## src/rtl/utsd_pkg.sv

```systemverilog
`default_nettype none
// ----------------------------------------------------------------------------
// utsd_pkg
// Types, character codes and hex helpers for the URL text sanitizing decoder.
// ----------------------------------------------------------------------------
package utsd_pkg;

	typedef struct packed {
		logic [7:0] in_byte;
		logic       in_last;
	} in_item_t;

	typedef struct packed {
		logic [7:0] out_byte;
		logic       has_byte;
		logic       out_last;
	} out_item_t;

	typedef logic [1:0] esc_phase_t;

	localparam esc_phase_t PH_IDLE    = 2'd0;
	localparam esc_phase_t PH_PERCENT = 2'd1;
	localparam esc_phase_t PH_DIGIT   = 2'd2;

	localparam logic [7:0] CHR_PERCENT = 8'h25;
	localparam logic [7:0] CHR_PLUS    = 8'h2B;
	localparam logic [7:0] CHR_SEMI    = 8'h3B;
	localparam logic [7:0] CHR_SPACE   = 8'h20;
	localparam logic [7:0] CHR_BANG    = 8'h21;
	localparam logic [7:0] CHR_TILDE   = 8'h7E;
	localparam logic [7:0] CHR_NUL     = 8'h00;
	localparam logic [7:0] CHR_0       = 8'h30;
	localparam logic [7:0] CHR_9       = 8'h39;
	localparam logic [7:0] CHR_UA      = 8'h41;
	localparam logic [7:0] CHR_UF      = 8'h46;
	localparam logic [7:0] CHR_LA      = 8'h61;
	localparam logic [7:0] CHR_LF      = 8'h66;

	// Number of result slots one item can produce.
	localparam int unsigned MAX_RES = 3;

	function automatic logic is_hex(input logic [7:0] c);
		return ((c >= CHR_0) && (c <= CHR_9)) || ((c >= CHR_LA) && (c <= CHR_LF)) ||
			((c >= CHR_UA) && (c <= CHR_UF));
	endfunction

	// Digit value of a hex character; only called on characters that pass is_hex.
	function automatic logic [3:0] hex_val(input logic [7:0] c);
		logic [7:0] v;
		if (c >= CHR_LA) begin
			v = c - CHR_LA + 8'd10;
		end else if (c >= CHR_UA) begin
			v = c - CHR_UA + 8'd10;
		end else begin
			v = c - CHR_0;
		end
		return v[3:0];
	endfunction

endpackage
`default_nettype wire

```

## src/rtl/url_text_sanitize_decode_unit.sv

```systemverilog
`default_nettype none
// ----------------------------------------------------------------------------
// url_text_sanitize_decode_unit
// Filters a terminated byte stream to printable characters and percent-decodes it.
// ----------------------------------------------------------------------------
// Usage:
//   Input channel (in_valid/in_ready/in_data) takes one raw byte per item with
//   a last flag. Output channel (out_valid/out_ready/out_data) gives decoded
//   bytes; the final result of a string has out_last set, and when nothing is
//   left to emit it is a bare end mark with has_byte low.
//   An accepted item is registered, decoded combinationally and, once the
//   three-entry result buffer is free, written to it; its results show on
//   out_valid from the buffer, and an item may yield no result at all.
//   Throughput is one item per cycle while out_ready is high and each item
//   yields at most one result. An item yielding several results (broken or
//   trailing escapes) occupies the result buffer until it drains, one result
//   per cycle while out_ready is high, and the input stalls meanwhile.
//   When out_ready is low, the buffer holds its results and the input register
//   still takes one more item before in_ready drops.
//   Reset empties the input register and the result buffer and clears the
//   escape and truncation state; the block is ready once reset is released.
// ----------------------------------------------------------------------------
module url_text_sanitize_decode_unit
	import utsd_pkg::*;
(
	input  wire logic      clk,
	input  wire logic      arst_n,
	input  wire logic      in_valid,
	output logic           in_ready,
	input  wire in_item_t  in_data,
	output logic           out_valid,
	input  wire logic      out_ready,
	output out_item_t      out_data
);

	logic       valid_s1;
	in_item_t   data_s1;
	esc_phase_t phase_q;
	logic [7:0] held_q;
	logic       trunc_q;
	out_item_t  buf_q [MAX_RES];
	logic [1:0] rd_q;
	logic [1:0] rem_q;

	logic       buf_free;
	logic       consume;

	logic [7:0] c;
	logic       keep;
	logic       hex;
	logic       broken;
	logic       run_idle;
	esc_phase_t ph_d;
	logic [7:0] held_d;
	logic [7:0] slot_byte [5];
	logic [4:0] slot_vld;
	logic       trunc_d;
	logic [1:0] cnt;
	out_item_t  res [MAX_RES];

	assign buf_free = (rem_q == 2'd0) || ((rem_q == 2'd1) && out_ready);
	assign consume  = valid_s1 && buf_free;
	assign in_ready = !valid_s1 || buf_free;

	assign out_valid = (rem_q != 2'd0);
	assign out_data  = buf_q[rd_q];

	// Decode of the registered item: build up to five candidate emits in stream
	// order, then drop them through the zero-byte truncation.
	always_comb begin
		c        = data_s1.in_byte;
		keep     = (c >= CHR_BANG) && (c <= CHR_TILDE) && (c != CHR_SEMI);
		hex      = is_hex(c);
		broken   = keep && !hex && ((phase_q == PH_PERCENT) || (phase_q == PH_DIGIT));
		run_idle = keep && (broken || ((phase_q != PH_PERCENT) && (phase_q != PH_DIGIT)));

		ph_d   = phase_q;
		held_d = held_q;
		if (keep && hex && (phase_q == PH_PERCENT)) begin
			ph_d   = PH_DIGIT;
			held_d = c;
		end else if (keep && hex && (phase_q == PH_DIGIT)) begin
			ph_d = PH_IDLE;
		end else if (run_idle) begin
			ph_d = (c == CHR_PERCENT) ? PH_PERCENT : PH_IDLE;
		end

		slot_byte[0] = CHR_PERCENT;
		slot_vld[0]  = broken;
		slot_byte[1] = held_q;
		slot_vld[1]  = broken && (phase_q == PH_DIGIT);
		if (keep && hex && (phase_q == PH_DIGIT)) begin
			slot_byte[2] = {hex_val(held_q), hex_val(c)};
			slot_vld[2]  = 1'b1;
		end else begin
			slot_byte[2] = (c == CHR_PLUS) ? CHR_SPACE : c;
			slot_vld[2]  = run_idle && (c != CHR_PERCENT);
		end
		// A pending escape at end of string passes through literally.
		slot_byte[3] = CHR_PERCENT;
		slot_vld[3]  = data_s1.in_last && ((ph_d == PH_PERCENT) || (ph_d == PH_DIGIT));
		slot_byte[4] = held_d;
		slot_vld[4]  = data_s1.in_last && (ph_d == PH_DIGIT);

		trunc_d = trunc_q;
		cnt     = 2'd0;
		for (int i = 0; i < MAX_RES; i++) begin
			res[i] = '0;
		end
		for (int i = 0; i < 5; i++) begin
			if (slot_vld[i] && !trunc_d) begin
				if (slot_byte[i] == CHR_NUL) begin
					trunc_d = 1'b1;
				end else if (cnt != 2'd3) begin
					res[cnt].out_byte = slot_byte[i];
					res[cnt].has_byte = 1'b1;
					cnt = cnt + 2'd1;
				end
			end
		end

		if (data_s1.in_last) begin
			if (cnt == 2'd0) begin
				res[0].out_last = 1'b1;
				cnt = 2'd1;
			end else begin
				for (int i = 0; i < MAX_RES; i++) begin
					if (2'(i) == (cnt - 2'd1)) begin
						res[i].out_last = 1'b1;
					end
				end
			end
		end
	end

	always_ff @(posedge clk or negedge arst_n) begin
		if (!arst_n) begin
			valid_s1 <= 1'b0;
		end else if (in_ready) begin
			valid_s1 <= in_valid;
		end
	end

	always_ff @(posedge clk) begin
		if (in_ready && in_valid) begin
			data_s1 <= in_data;
		end
	end

	always_ff @(posedge clk or negedge arst_n) begin
		if (!arst_n) begin
			phase_q <= PH_IDLE;
			held_q  <= CHR_NUL;
			trunc_q <= 1'b0;
		end else if (consume) begin
			if (data_s1.in_last) begin
				phase_q <= PH_IDLE;
				held_q  <= CHR_NUL;
				trunc_q <= 1'b0;
			end else begin
				phase_q <= ph_d;
				held_q  <= held_d;
				trunc_q <= trunc_d;
			end
		end
	end

	always_ff @(posedge clk or negedge arst_n) begin
		if (!arst_n) begin
			rd_q  <= 2'd0;
			rem_q <= 2'd0;
		end else if (consume) begin
			rd_q  <= 2'd0;
			rem_q <= cnt;
		end else if (out_valid && out_ready) begin
			rd_q  <= rd_q + 2'd1;
			rem_q <= rem_q - 2'd1;
		end
	end

	always_ff @(posedge clk) begin
		if (consume) begin
			for (int i = 0; i < MAX_RES; i++) begin
				buf_q[i] <= res[i];
			end
		end
	end

endmodule
`default_nettype wire

```

## config.mk

```make
export PLATFORM = sky130hd
export DESIGN_NAME = url_text_sanitize_decode_unit
export DESIGN_NICKNAME = d
export VERILOG_FILES = /design/src/rtl/utsd_pkg.sv /design/src/rtl/url_text_sanitize_decode_unit.sv
export SDC_FILE = /design/constraint.sdc
export NUM_CORES = 1
export LEC_CHECK = 0
export BUFFER_PORTS_ARGS = -buffer_cell sky130_fd_sc_hd__buf_2
export CAP_MARGIN = 0
export CORE_ASPECT_RATIO = 0.9
export CORE_MARGIN = 3
export CORE_UTILIZATION = 25
export DETAILED_ROUTE_END_ITERATION = 12
export PLACE_DENSITY = 0.37
export SETUP_SLACK_MARGIN = 0.4
export SLEW_MARGIN = 20
export SYNTH_ARGS = -nofsm -noshare
export SYNTH_HDL_FRONTEND = slang
export SYNTH_SLANG_ARGS = --single-unit
```

## constraint.sdc

```tcl
create_clock -name clk -period 5.1 [get_ports clk]
set_input_delay 0 -clock clk [delete_from_list [all_inputs] [get_ports clk]]
set_output_delay 0 -clock clk [all_outputs]
set_load 0.02 [all_outputs]
```

### Yosys cells after proc, flatten, opt, wreduce, memory -nomap -nowiden

Memories as Yosys holds them, arrays and structs flattened.
Index checks and enable logic that the tools add are counted.
W data, S select, Z words.

| operators by class | value |
|---|---|
| add/subtract/negate cells | 17 |
| order comparisons | 18 |
| equality and inequality tests | 17 |
| multiplexer cells | 86 |
| bitwise logic cells | 4 |
| reductions and logical operators | 49 |

Operators by type and width:

| cell | number |
|---|---|
| $mux W30 | 11 |
| $bwmux W30 | 8 |
| $demux W10 S2 | 8 |
| $mux W2 | 25 |
| $mux W10 | 4 |
| $ge A8 B7 Y1 const B | 4 |
| $mux W8 | 4 |
| $logic_and A1 B1 Y1 | 29 |
| $le A8 B7 Y1 const B | 3 |
| $logic_not A8 Y1 | 3 |
| $sub A4 B1 Y4 const B | 6 |
| $mux W1 | 21 |
| $add A4 B4 Y4 const B | 4 |
| $eq A8 B6 Y1 const B | 2 |
| $ge A8 B6 Y1 const B | 2 |
| $mux W4 | 4 |
| $ne A8 B6 Y1 const B | 2 |
| $ge A3 B3 Y1 const B | 4 |
| $lt A3 B1 Y1 const B | 4 |
| $not A2 Y3 | 4 |
| $add A2 B1 Y2 const B | 5 |
| $ne A2 B2 Y1 const B | 5 |
| $le A8 B6 Y1 const B | 1 |
| $logic_or A1 B1 Y1 | 7 |
| other kinds (10) | 21 |

| storage, ports and cells | value |
|---|---|
| register bits | 25 |
| bits in writable memories | 30 |
| bits of input ports | 13 |
| output and inout bits | 12 |
| word-level logic and storage cells | 200 |
| memories kept | 1 |

Memories:

| memory | words | bits a word | rd ports | clocked after Yosys merged registers in | wr ports | line | source |
|---|---|---|---|---|---|---|---|
| buf_q | 3 | 10 | 1 | 0 | 3 | url_text_sanitize_decode_unit.sv:41 | `out_item_t buf_q [MAX_RES];` |

### Logic depth before layout (Yosys ltp)

Gate-level depths: netlist (run 1).

| depth | value |
|---|---|
| word-level depth | 36 |
| mapped depth | 18 |

### Worst setup path after synthesis (run 1)

Ideal clock, no wire load.

| timing path | value |
|---|---|
| kind | flip-flop to flip-flop |
| from | register data_s1 (netlist bit c[1]) |
| to | memory buf_q[1][3] in the netlist's numbering (data pin) |
| library setup time | 0.266 ns |
| data arrival time | 4.251 ns |
| required time | 4.834 ns |
| setup slack | 0.583 ns |
| cell stages (with the launch flop) | 19 |
| buffers on the path | 4 |
| period minus slack after synthesis | 4.517 ns |
| path through | edfxtp_1 clkbuf_1 inv_1 ha_1 or4b_1 a21o_1 a211oi_1 nor2_1 buf_1 a21oi_1 nand2_1 ha_1 nor2_1 and3_1 clkbuf_1 o32a_4 or3_1 buf_6 mux2i_1 |

RTL lines:

| what | line | source |
|---|---|---|
| start: declaration | url_text_sanitize_decode_unit.sv:37 | `in_item_t data_s1;` |
| start signal: assignment | url_text_sanitize_decode_unit.sv:146 | `data_s1 <= in_data;` |
| end: declaration | url_text_sanitize_decode_unit.sv:41 |  |

==> reports/results.ini, run 1 <==
[place]
dp_worst_setup_slack_ns = 0.433
hpwl_mm = 8.25
place.gp.congestion = 0.842
portBuffers = 24

[timing]
worst_slew_pin_slew_ns = 0.757
hold_viol = 0
fmax_ghz = 0.228
setup_viol = 0
finalSetupTns_ns = 0
rsz0062_at_grt = no
period_needed_ns = 4.38
setup_slack_ns = 0.720
slew_headroom_pct = 49.5
post-route-period-util_pct = 85.9
drv_slew = 0
finClkSkew_ns = 0.0115

[clocking]
root_buffer = clkbuf_16
clock_latency_ns = 0.31
cts_made_buffers = 5
htree_levels = 2
postCtsSetupBuffers = 0
clock_sinks = 55
clk_pin_slew_ns = 0.08
tritoncts = done
cts_buffer_depth = 2

[critical_path]
cp-start-kind = register
required_ns = 5.14
cp_common_cell = ha_1
critPathMaxFanout = 10
worstPathArrival_ns = 4.42
path_class = register to register
cp_num_buf_inv = 1
cp-end-kind = register
path_cells = inv_1 -> ha_1 -> or4b_1 -> a21o_1 -> a211oi_2 -> nor2_1 -> a21oi_1 -> nand2_1 -> ha_1 -> nand2b_1 -> nor3_1 -> or2_2 -> o32a_4 -> or3_4 -> mux2i_1
path_delay_family = simple AND/OR/NAND/NOR gates
max_stage_delay_ns = 0.56
critPathSlowestCell = edfxtp_1

[die]
fp.coreArea_um2 = 15000
die_h_um = 125
ios = 25
placementRows = 42
die-area_um2 = 17100
start_util_pct = 26.1
die-width_um = 138

[drt]
drt_iter0_drc = 188
vias = 3148
routed_wl_mm = 10.9
wl_per_cell_um = 17.1
drt_pass1_iterations = 7
drc = 0
viasPerCell = 4.97
ant_nets = 0

[cells_and_area]
postLayoutCoreUtil_pct = 30.2
nFillCells = 1558
regArea_um2 = 1570
diodes = 0
drive_above_1_share_pct = 14.0
syn2layout_area_growth_pct = 16.0
multi_input_area_um2 = 2170
fin_nets = 463

[synth]
syn_inst = 408
synth_edf_count = 39
synth.distinct_cells = 69
synth_ff_type = edfxtp_1
async_flop_share_pct = 29.1
synth_nets = 436
yosysSeqAreaShare_pct = 40.3
synth_area_um2 = 3900
synth_warnings = 0
ys_seq_elements = 55
syn_avg_cell_area_um2 = 9.56

[grt]
track_usage_pct = 13.2
grt_max_degree = 35
grt_pass1_vias = 3094
antenna_found_initial = 0
grt_pass1_wl_mm = 17.8
grt_remaining_overflow = 0

[job]
max_cap_violations = 0

[worst_hold_path]
hp-class = primary input to register

[power_and_ir_drop]
powerDensity_nw_per_um2 = 496
ir_drop_mv = 0.157
p_leak_nw = 1.71

[outcome]
status = finished clean

Yosys cell counts, drive strengths merged (11+ instances only):
library cell  instances  area (µm²)
clkbuf               11        41.3
nand3                16        80.1
nand2                51         191
edfxtp               39        1170
inv                  20        75.1
a21oi                18        90.1
o21ai                22         110
dfrtp                16         400
mux2i                35         350
buf                  12        71.3
nor2                 25        96.4
ha                   15         188
flip-flops by register name (all words and copies together) (netlist names):
name / flops
valid_s1: 1
c: 8
held_q: 8
buf_q: 30
phase_q: 2
rd_q: 2
trunc_q: 1
data_s1: 1
rem_q: 2
final timing paths:
path,slack [ns],from,depth (start not counted),to
worst max-delay path,0.72,c[1],15,buf_q[1][7]
worst min-delay path,0.04,out_ready,4,valid_s1
worst max register to register,0.72,c[1],15,buf_q[1][7]
worst min register to register,0.54,valid_s1,2,valid_s1
max in group asynchronous,4.63,arst_n,2,phase_q[1]
min in group asynchronous,0.17,arst_n,2,held_q[5]
worst min-delay path: stages:
cell,delay (ns)
buf_2,0.09
a21oi_1,0.07
nand2_1,0.09
nand2b_1,0.06
what timing repair did:
item | CTS | global route
hold buffers | 11 | 0
setup endpoints to repair | 3 | 19
pin swaps | 0 | 0
gates resized for setup | 1 | 4
gates cloned | 0 | 0
endpoints found under the hold margin | 26 | 0
layout make-up:
type	count	area share (%)
clock buffers	6	2.85
clock inverters	2	0.857
inverters	20	1.66
multi-input cells	310	48.0
flip-flops and latches	55	34.7
well taps	198	5.47
repair buffers	43	6.41
metal layers:
metal  global-route usage [%]  routed length, µm
met1                     20.5               5690
met2                     18.5               4620
met3                     2.18                332
met4                     4.18                226
met5                        0                  0
logic make-up after synthesis:
kind of cell	count (synthesis)	share of synthesized area, %
buf+inv	43	4.81
simple gates	147	19.4
xor+xnor	6	1.35
compound gates	105	19.8
fa+ha+maj	15	4.81
mux	37	9.55
flops	55	40.3
layout by cell type (no fill, tap or decap), types with 8 or more instances in the layout:
cell	instances
nand2_1	51
dfrtp_1	16
mux2i_1	35
dlygate4sd3_1	11
nor2_1	23
nor3_1	9
a21oi_1	18
ha_1	15
buf_4	8
buf_2	24
edfxtp_1	39
inv_1	20
nand3_1	15
o21ai_0	20
stage by stage:
step	total power [mW]	hold slack [ns]	cell area (µm²)	cells
global route	2.43	0.0786	4530	634
detailed placement	1.85	-0.0231	4220	615
floorplan	1.54	-0.296	3900	408
global placement	1.86	-0.0365	4220	615
CTS	2.27	0.0401	4510	634
finish	2.24	0.0388	4530	634
where the power goes:
group | leakage, nW | switching (mW) | internal, mW
Clock | 0.0815 | 0.172 | 0.234
Combinational | 1.04 | 0.641 | 0.379
Sequential | 0.588 | 0.136 | 0.681
(Power assumes the default switching activity.)
==> inputs of run 2 (changes only) <==
--- a/config.mk
+++ b/config.mk
@@ -7,12 +7,13 @@
 export LEC_CHECK = 0
 export BUFFER_PORTS_ARGS = -buffer_cell sky130_fd_sc_hd__buf_2
 export CAP_MARGIN = 0
-export CORE_ASPECT_RATIO = 0.9
+export CORE_ASPECT_RATIO = 2
 export CORE_MARGIN = 3
 export CORE_UTILIZATION = 25
 export DETAILED_ROUTE_END_ITERATION = 12
 export PLACE_DENSITY = 0.37
 export SETUP_SLACK_MARGIN = 0.4
+export SKIP_LAST_GASP = 1
 export SLEW_MARGIN = 20
 export SYNTH_ARGS = -nofsm -noshare
 export SYNTH_HDL_FRONTEND = slang
==> run 2 against run 1 <==
  * Register-to-register slack got worse by 0.04 ns
  * Maximum frequency shrank 0.95%
  * Sequential power grew 0.7%
  * Design area hardly changed
  * Sequential cell count is the same
  * Global-route usage rose by 1.3 points
  * Clock skew fell by 0.0023 ns
  * Count of clock-buffer cells in the layout fell by 1
  * Worst setup slack got worse by 0.042 ns
  * Critical path type unchanged
  * Largest cell class unchanged
  * Highest routed layer unchanged
==> reports/results.ini, run 2 (synthesis gave the netlist of run 1 again) <==
[timing]
slew_headroom_pct = 36.1
finClkSkew_ns = 0.00914
finalSetupTns_ns = 0
hold_viol = 0
drv_slew = 0
fmax_ghz = 0.226
post-route-period-util_pct = 86.7
worst_slew_pin_slew_ns = 0.951
setup_viol = 0
period_needed_ns = 4.42
rsz0062_at_grt = no

[drt]
viasPerCell = 5.05
drt_iter0_drc = 142
vias = 3218
ant_nets = 0
drc = 0
routed_wl_mm = 11.9
wl_per_cell_um = 18.7
drt_pass1_iterations = 4

[critical_path]
reg2regPathDepth = 16
cp-end-kind = register
max_stage_delay_ns = 0.51
path_cells = inv_1 -> ha_1 -> or4b_1 -> a21o_1 -> a211oi_1 -> buf_4 -> nor2_1 -> a21oi_1 -> nand2_1 -> ha_1 -> nor2_1 -> nand3_1 -> o211a_1 -> a311o_1 -> nand3_2 -> o221ai_1
rr_endpoint = buf_q[2][4]
critPathMaxFanout = 9
required_ns = 5.13
critPathSlowestCell = edfxtp_1
ff2ff_setup_slack_ns = 0.68
worstPathArrival_ns = 4.45
path_class = register to register
r2r_start = c[0]
cp-start-kind = register

[clocking]
htree_levels = 2
tritoncts = done
cts_buffer_depth = 2
clock_latency_ns = 0.30
root_buffer = clkbuf_16
clock_sinks = 55
cts_made_buffers = 5
clk_pin_slew_ns = 0.08

[power_and_ir_drop]
ir_drop_mv = 0.138
p_leak_nw = 1.71
powerDensity_nw_per_um2 = 491

[cells_and_area]
fin_nets = 466
layout_common_cells = nand2_1 (51), edfxtp_1 (39), mux2i_1 (35), buf_2 (24), nor2_1 (23)
largest_register = buf_q
drive_above_1_share_pct = 14.6
postLayoutCoreUtil_pct = 29.6
diodes = 0
layout_commonest_cell = nand2_1
nFillCells = 1585
syn2layout_area_growth_pct = 15.9
top_regs = buf_q: 30 flops, c: 8 flops, held_q: 8 flops
largest_reg_flops = 30

[grt]
grt_remaining_overflow = 0
antenna_found_initial = 0
grt_pass1_wl_mm = 18.9
grt_max_degree = 35
track_usage_pct = 14.6
grt_pass1_vias = 3309

[worst_hold_path]
hold_path_depth = 4
worstHoldEndpoint = valid_s1
hp-class = primary input to register
worstHoldStart = out_ready

[job]
max_cap_violations = 0

[outcome]
status = finished clean

[die]
die-width_um = 94.3
ios = 25
die-area_um2 = 17200
placementRows = 64
start_util_pct = 25.5
fp.coreArea_um2 = 15300
die_h_um = 183

[place]
portBuffers = 24
place.gp.congestion = 0.840
hpwl_mm = 9.55

-- run 2: final cells by class --
| type | instances | area, µm² | area share (%) |
|---|---|---|---|
| flip-flops and latches | 55 | 1570 | 34.8 |
| repair buffers | 46 | 313 | 6.92 |
| multi-input cells | 310 | 2170 | 48.0 |
| inverters | 20 | 75.1 | 1.66 |
| clock inverters | 3 | 20.0 | 0.443 |
| clock buffers | 5 | 125 | 2.77 |
| well taps | 198 | 248 | 5.48 |
-- run 2: per-layer routing --
layer  track usage, %  part of all wire, %
met4             5.32                  3.4
met3             1.36                  2.2
met5                0                    0
met1             14.0                   34
met2             30.2                   60
-- run 2: critical path, delay by kind of cell, from the launching register on --
kind / cells / cell delay (ns)
AO/OA/AOI/OAI: 6 / 1.40
AND/OR/NAND/NOR: 6 / 1.33
adder cells (fa/ha/maj): 2 / 0.54
flip-flops: 1 / 0.51
buffers and inverters: 2 / 0.35
-- run 2: power by group --
group | switching (mW) | internal (mW) | total, mW | leakage, nW
clock | 0.169 | 0.182 | 0.351 | 0.0674
combinational | 0.660 | 0.384 | 1.04 | 1.05
sequential | 0.141 | 0.681 | 0.823 | 0.588
total | 0.971 | 1.25 | 2.22 | 1.71
-- run 2: stage by stage --
stage / hold WS [ns] / setup slack (ns) / power (mW) / instance area (µm²) / cells
2_1_floorplan: -0.296 / 0.583 / 1.54 / 3900 / 408
3_3_place_gp: -0.0214 / 0.580 / 1.88 / 4250 / 617
3_5_place_dp: -0.0201 / 0.504 / 1.88 / 4250 / 617
4_1_cts: 0.0377 / 0.463 / 2.24 / 4500 / 636
5_1_grt: 0.0841 / 0.426 / 2.40 / 4520 / 637
6_report: 0.0508 / 0.678 / 2.22 / 4520 / 637
-- run 2: worst max path at each step --
| stage | startpoint | endpoint | slack, ns | depth (start not counted) |
|---|---|---|---|---|
| CTS | c[1] | buf_q[2][4] | 0.46 | 16 |
| floorplan | c[1] | buf_q[1][3] | 0.58 | 18 |
| global placement | c[1] | buf_q[2][4] | 0.58 | 16 |
| detailed placement | c[1] | buf_q[2][4] | 0.50 | 16 |
| finish | c[0] | buf_q[2][4] | 0.68 | 16 |
| global route | c[0] | buf_q[2][2] | 0.43 | 16 |
-- run 2: what timing repair did --
| item | in CTS | in global routing |
|---|---|---|
| setup buffers | 0 | 1 |
| endpoints found under the hold margin | 26 | 0 |
| hold buffers | 11 | 0 |
| resized for setup | 0 | 4 |
| setup endpoints to repair | 0 | 27 |
==> inputs of run 3 (changes only) <==
--- a/config.mk
+++ b/config.mk
@@ -5,11 +5,13 @@
 export SDC_FILE = /design/constraint.sdc
 export NUM_CORES = 1
 export LEC_CHECK = 0
+export ABC_AREA = 1
 export BUFFER_PORTS_ARGS = -buffer_cell sky130_fd_sc_hd__buf_2
 export CAP_MARGIN = 0
 export CORE_ASPECT_RATIO = 2
 export CORE_MARGIN = 3
 export CORE_UTILIZATION = 25
+export CTS_CLUSTER_SIZE = 10
 export DETAILED_ROUTE_END_ITERATION = 12
 export PLACE_DENSITY = 0.37
 export SETUP_SLACK_MARGIN = 0.4
==> run 3 against run 2 <==
  * Maximum frequency increased by 8.0%
  * Worst setup slack improved by 0.33 ns
  * Synthesized cell count increased by 29%
  * Design area increased by 3.8%
  * Die area increased by 4.0%
  * First-iteration DRC count increased by 2.8%
  * Highest routed layer unchanged
==> reports/results.ini, run 3 <==
[cells_and_area]
top_regs = buf_q: 30 flops, c: 8 flops, held_q: 8 flops
diodes = 0
drive_above_1_share_pct = 17.7
layout_common_cells = nand2_1 (103), inv_1 (64), nor2_1 (51), nand3_1 (42), edfxtp_1 (39)
syn2layout_area_growth_pct = 15.5
largest_reg_flops = 30
multi_input_area_um2 = 2140
fin_nets = 586
layout_commonest_cell = nand2_1
regArea_um2 = 1570
nFillCells = 1735
largest_register = buf_q

[timing]
period_needed_ns = 4.10
hold_viol = 0
setup_viol = 0
finClkSkew_ns = 0.00639
post-route-period-util_pct = 80.3
worst_slew_pin_slew_ns = 0.716
drv_slew = 0
slew_headroom_pct = 52.1
finalSetupTns_ns = 0
fmax_ghz = 0.244
rsz0062_at_grt = no

[clocking]
tritoncts = done
htree_levels = 2
postCtsSetupBuffers = 0
root_buffer = clkbuf_16
cts_made_buffers = 5
clock_sinks = 55
cts_buffer_depth = 2
clock_latency_ns = 0.31
clk_pin_slew_ns = 0.07

[synth]
synth_area_um2 = 4070
syn_avg_cell_area_um2 = 7.74
synth_nets = 553
synth_edf_count = 39
synth_ff_type = edfxtp_1
syn_inst = 525
synth_top_area_share_pct = 28.8
yosysTopAreaCell = edfxtp_1
synth_area_leaders = edfxtp_1 (29%), dfrtp_1 (9.8%), nand2_1 (9.5%), inv_1 (5.9%), nand3_1 (5.2%)
yosysMostFrequentCell = nand2_1
async_flop_share_pct = 29.1
synth.distinct_cells = 42
ys_top_cells_by_count = nand2_1 (103), inv_1 (64), nor2_1 (52)
synth_warnings = 0
ys_seq_elements = 55
yosysSeqAreaShare_pct = 38.7

[power_and_ir_drop]
ir_drop_mv = 0.195
power_frac_seq_pct = 29.1
power_mw = 2.96
pwr-share-clk_pct = 15.4
p_sw_mw = 1.48
intPower_mw = 1.47
p_leak_nw = 2.06
powerDensity_nw_per_um2 = 630
pwr-share-comb_pct = 55.4
switching_share_pct = 50.1

[critical_path]
crit_end = buf_q[1][2]
critPathMaxFanout = 17
path_class = register to register
cp-end-kind = register
worstPathArrival_ns = 4.16
cp_num_buf_inv = 3
reg2regPathDepth = 20
cp-startpoint = c[1]
rr_endpoint = buf_q[1][2]
required_ns = 5.16
critPathSlowestCell = edfxtp_1
cp_num_cells = 20
ff2ff_setup_slack_ns = 1.00
cp-start-kind = register
cp_common_cell = nand2_4
max_stage_delay_ns = 0.47
path_delay_family = simple AND/OR/NAND/NOR gates
r2r_start = c[1]
path_cells = inv_1 -> ha_1 -> o21ai_0 -> nand2_1 -> nand2_2 -> nor2_4 -> nor2_4 -> nand2_4 -> ha_1 -> nand4_1 -> nand2_4 -> inv_2 -> nor2_2 -> nand3_2 -> nand2_2 -> nand2_4 -> nand2_4 -> nand3_4 -> o21ai_1 -> inv_1

[grt]
grt_remaining_overflow = 0
grt_max_degree = 25
track_usage_pct = 16.8
grt_pass1_wl_mm = 22.1
grt_pass1_vias = 3823
antenna_found_initial = 0

[drt]
vias = 3613
ant_nets = 0
wl_per_cell_um = 18.7
drc = 0
drt_pass1_iterations = 4
viasPerCell = 4.75
drt_iter0_drc = 146
routed_wl_mm = 14.2

[place]
place.gp.congestion = 0.866
hpwl_mm = 11.8
portBuffers = 24

[die]
die-width_um = 96.2
start_util_pct = 25.6
die-area_um2 = 17900
fp.coreArea_um2 = 15900
die_h_um = 186
ios = 25
placementRows = 65

[worst_hold_path]
hp-class = primary input to register

[job]
max_cap_violations = 0

[outcome]
status = finished clean

==> run 3: cell count changes in the layout (fill, tap and decap cells not counted), sizes merged, moves of 8 or more <==
cell   previous run  this run
o21ai            22        51
buf              35        27
mux2i            35         0
a21oi            18        36
inv              20        70
nand3            16        49
nor2             25        64
nand2            51       128
==> run 3: cells by family after synthesis <==
group	share of synthesized area [%]
AND/OR/NAND/NOR	31.3
AO/OA/AOI/OAI	15.9
buffers and inverters	8.90
flip-flops	38.7
adder cells (fa/ha/maj)	4.62
XOR/XNOR	0.646
==> run 3: cell type report <==
class                   instances  share of cell area [%]
well taps                     201                    5.36
multi-input cells             383                    45.6
flip-flops and latches         55                    33.5
repair buffers                 38                    5.38
clock buffers                   5                    2.67
inverters                      75                    6.10
clock inverters                 3                    1.44
==> run 3: how the worst min path moves through the flow <==
stage               from   endpoint  cells past startpoint
2_1_floorplan     arst_n  held_q[0]                      0
3_3_place_gp      arst_n   valid_s1                      1
3_5_place_dp      arst_n  held_q[1]                      1
4_1_cts        out_ready   rem_q[1]                      4
5_1_grt        out_ready   rem_q[1]                      4
6_report       out_ready   rem_q[1]                      4
==> run 3: per-layer routing <==
layer	vias to the layer above	track usage [%]	part of all wire, %
li1	1828	-	-
met1	1675	14.5	31
met2	73	33.2	59
met3	37	1.69	2.0
met4	0	11.7	7.3
met5	-	0	0
==> run 3: power by group through the flow <==
stage	registers [mW]	logic, mW	clock network (mW)
2_1_floorplan	0.800	1.15	0
3_3_place_gp	0.875	1.66	0
3_5_place_dp	0.877	1.65	0
4_1_cts	0.867	1.67	0.467
5_1_grt	0.887	1.83	0.483
6_report	0.862	1.64	0.456
==> run 3: per-stage QoR <==
stage	instances	hold WS [ns]	cell area, µm²	worst slack, ns	util (%)
6_report	760	0.0336	4690	1.00	29.6
3_5_place_dp	741	-0.0161	4390	0.936	27.7
5_1_grt	760	0.0750	4690	0.628	29.6
3_3_place_gp	741	-0.0158	4390	0.941	27.7
2_1_floorplan	525	-0.296	4070	1.92	-
4_1_cts	760	0.0316	4690	0.913	29.6
==> run 3: timing repair <==
| action | in CTS | in global routing |
|---|---|---|
| endpoints found under the hold margin | 26 | 0 |
| gates resized for setup | 0 | 0 |
| hold buffers | 11 | 0 |
| endpoints found under the setup margin | 0 | 0 |
==> run 3: worst register-to-register path: stages (launching register included) <==
cell and delay, ns:
edfxtp_1 0.47, inv_1 0.14, ha_1 0.26, o21ai_0 0.24
nand2_1 0.14, nand2_2 0.11, nor2_4 0.06, nor2_4 0.17
nand2_4 0.11, ha_1 0.29, nand4_1 0.15, nand2_4 0.16
inv_2 0.06, nor2_2 0.31, nand3_2 0.30, nand2_2 0.20
nand2_4 0.08, nand2_4 0.10, nand3_4 0.22, o21ai_1 0.24
inv_1 0.06
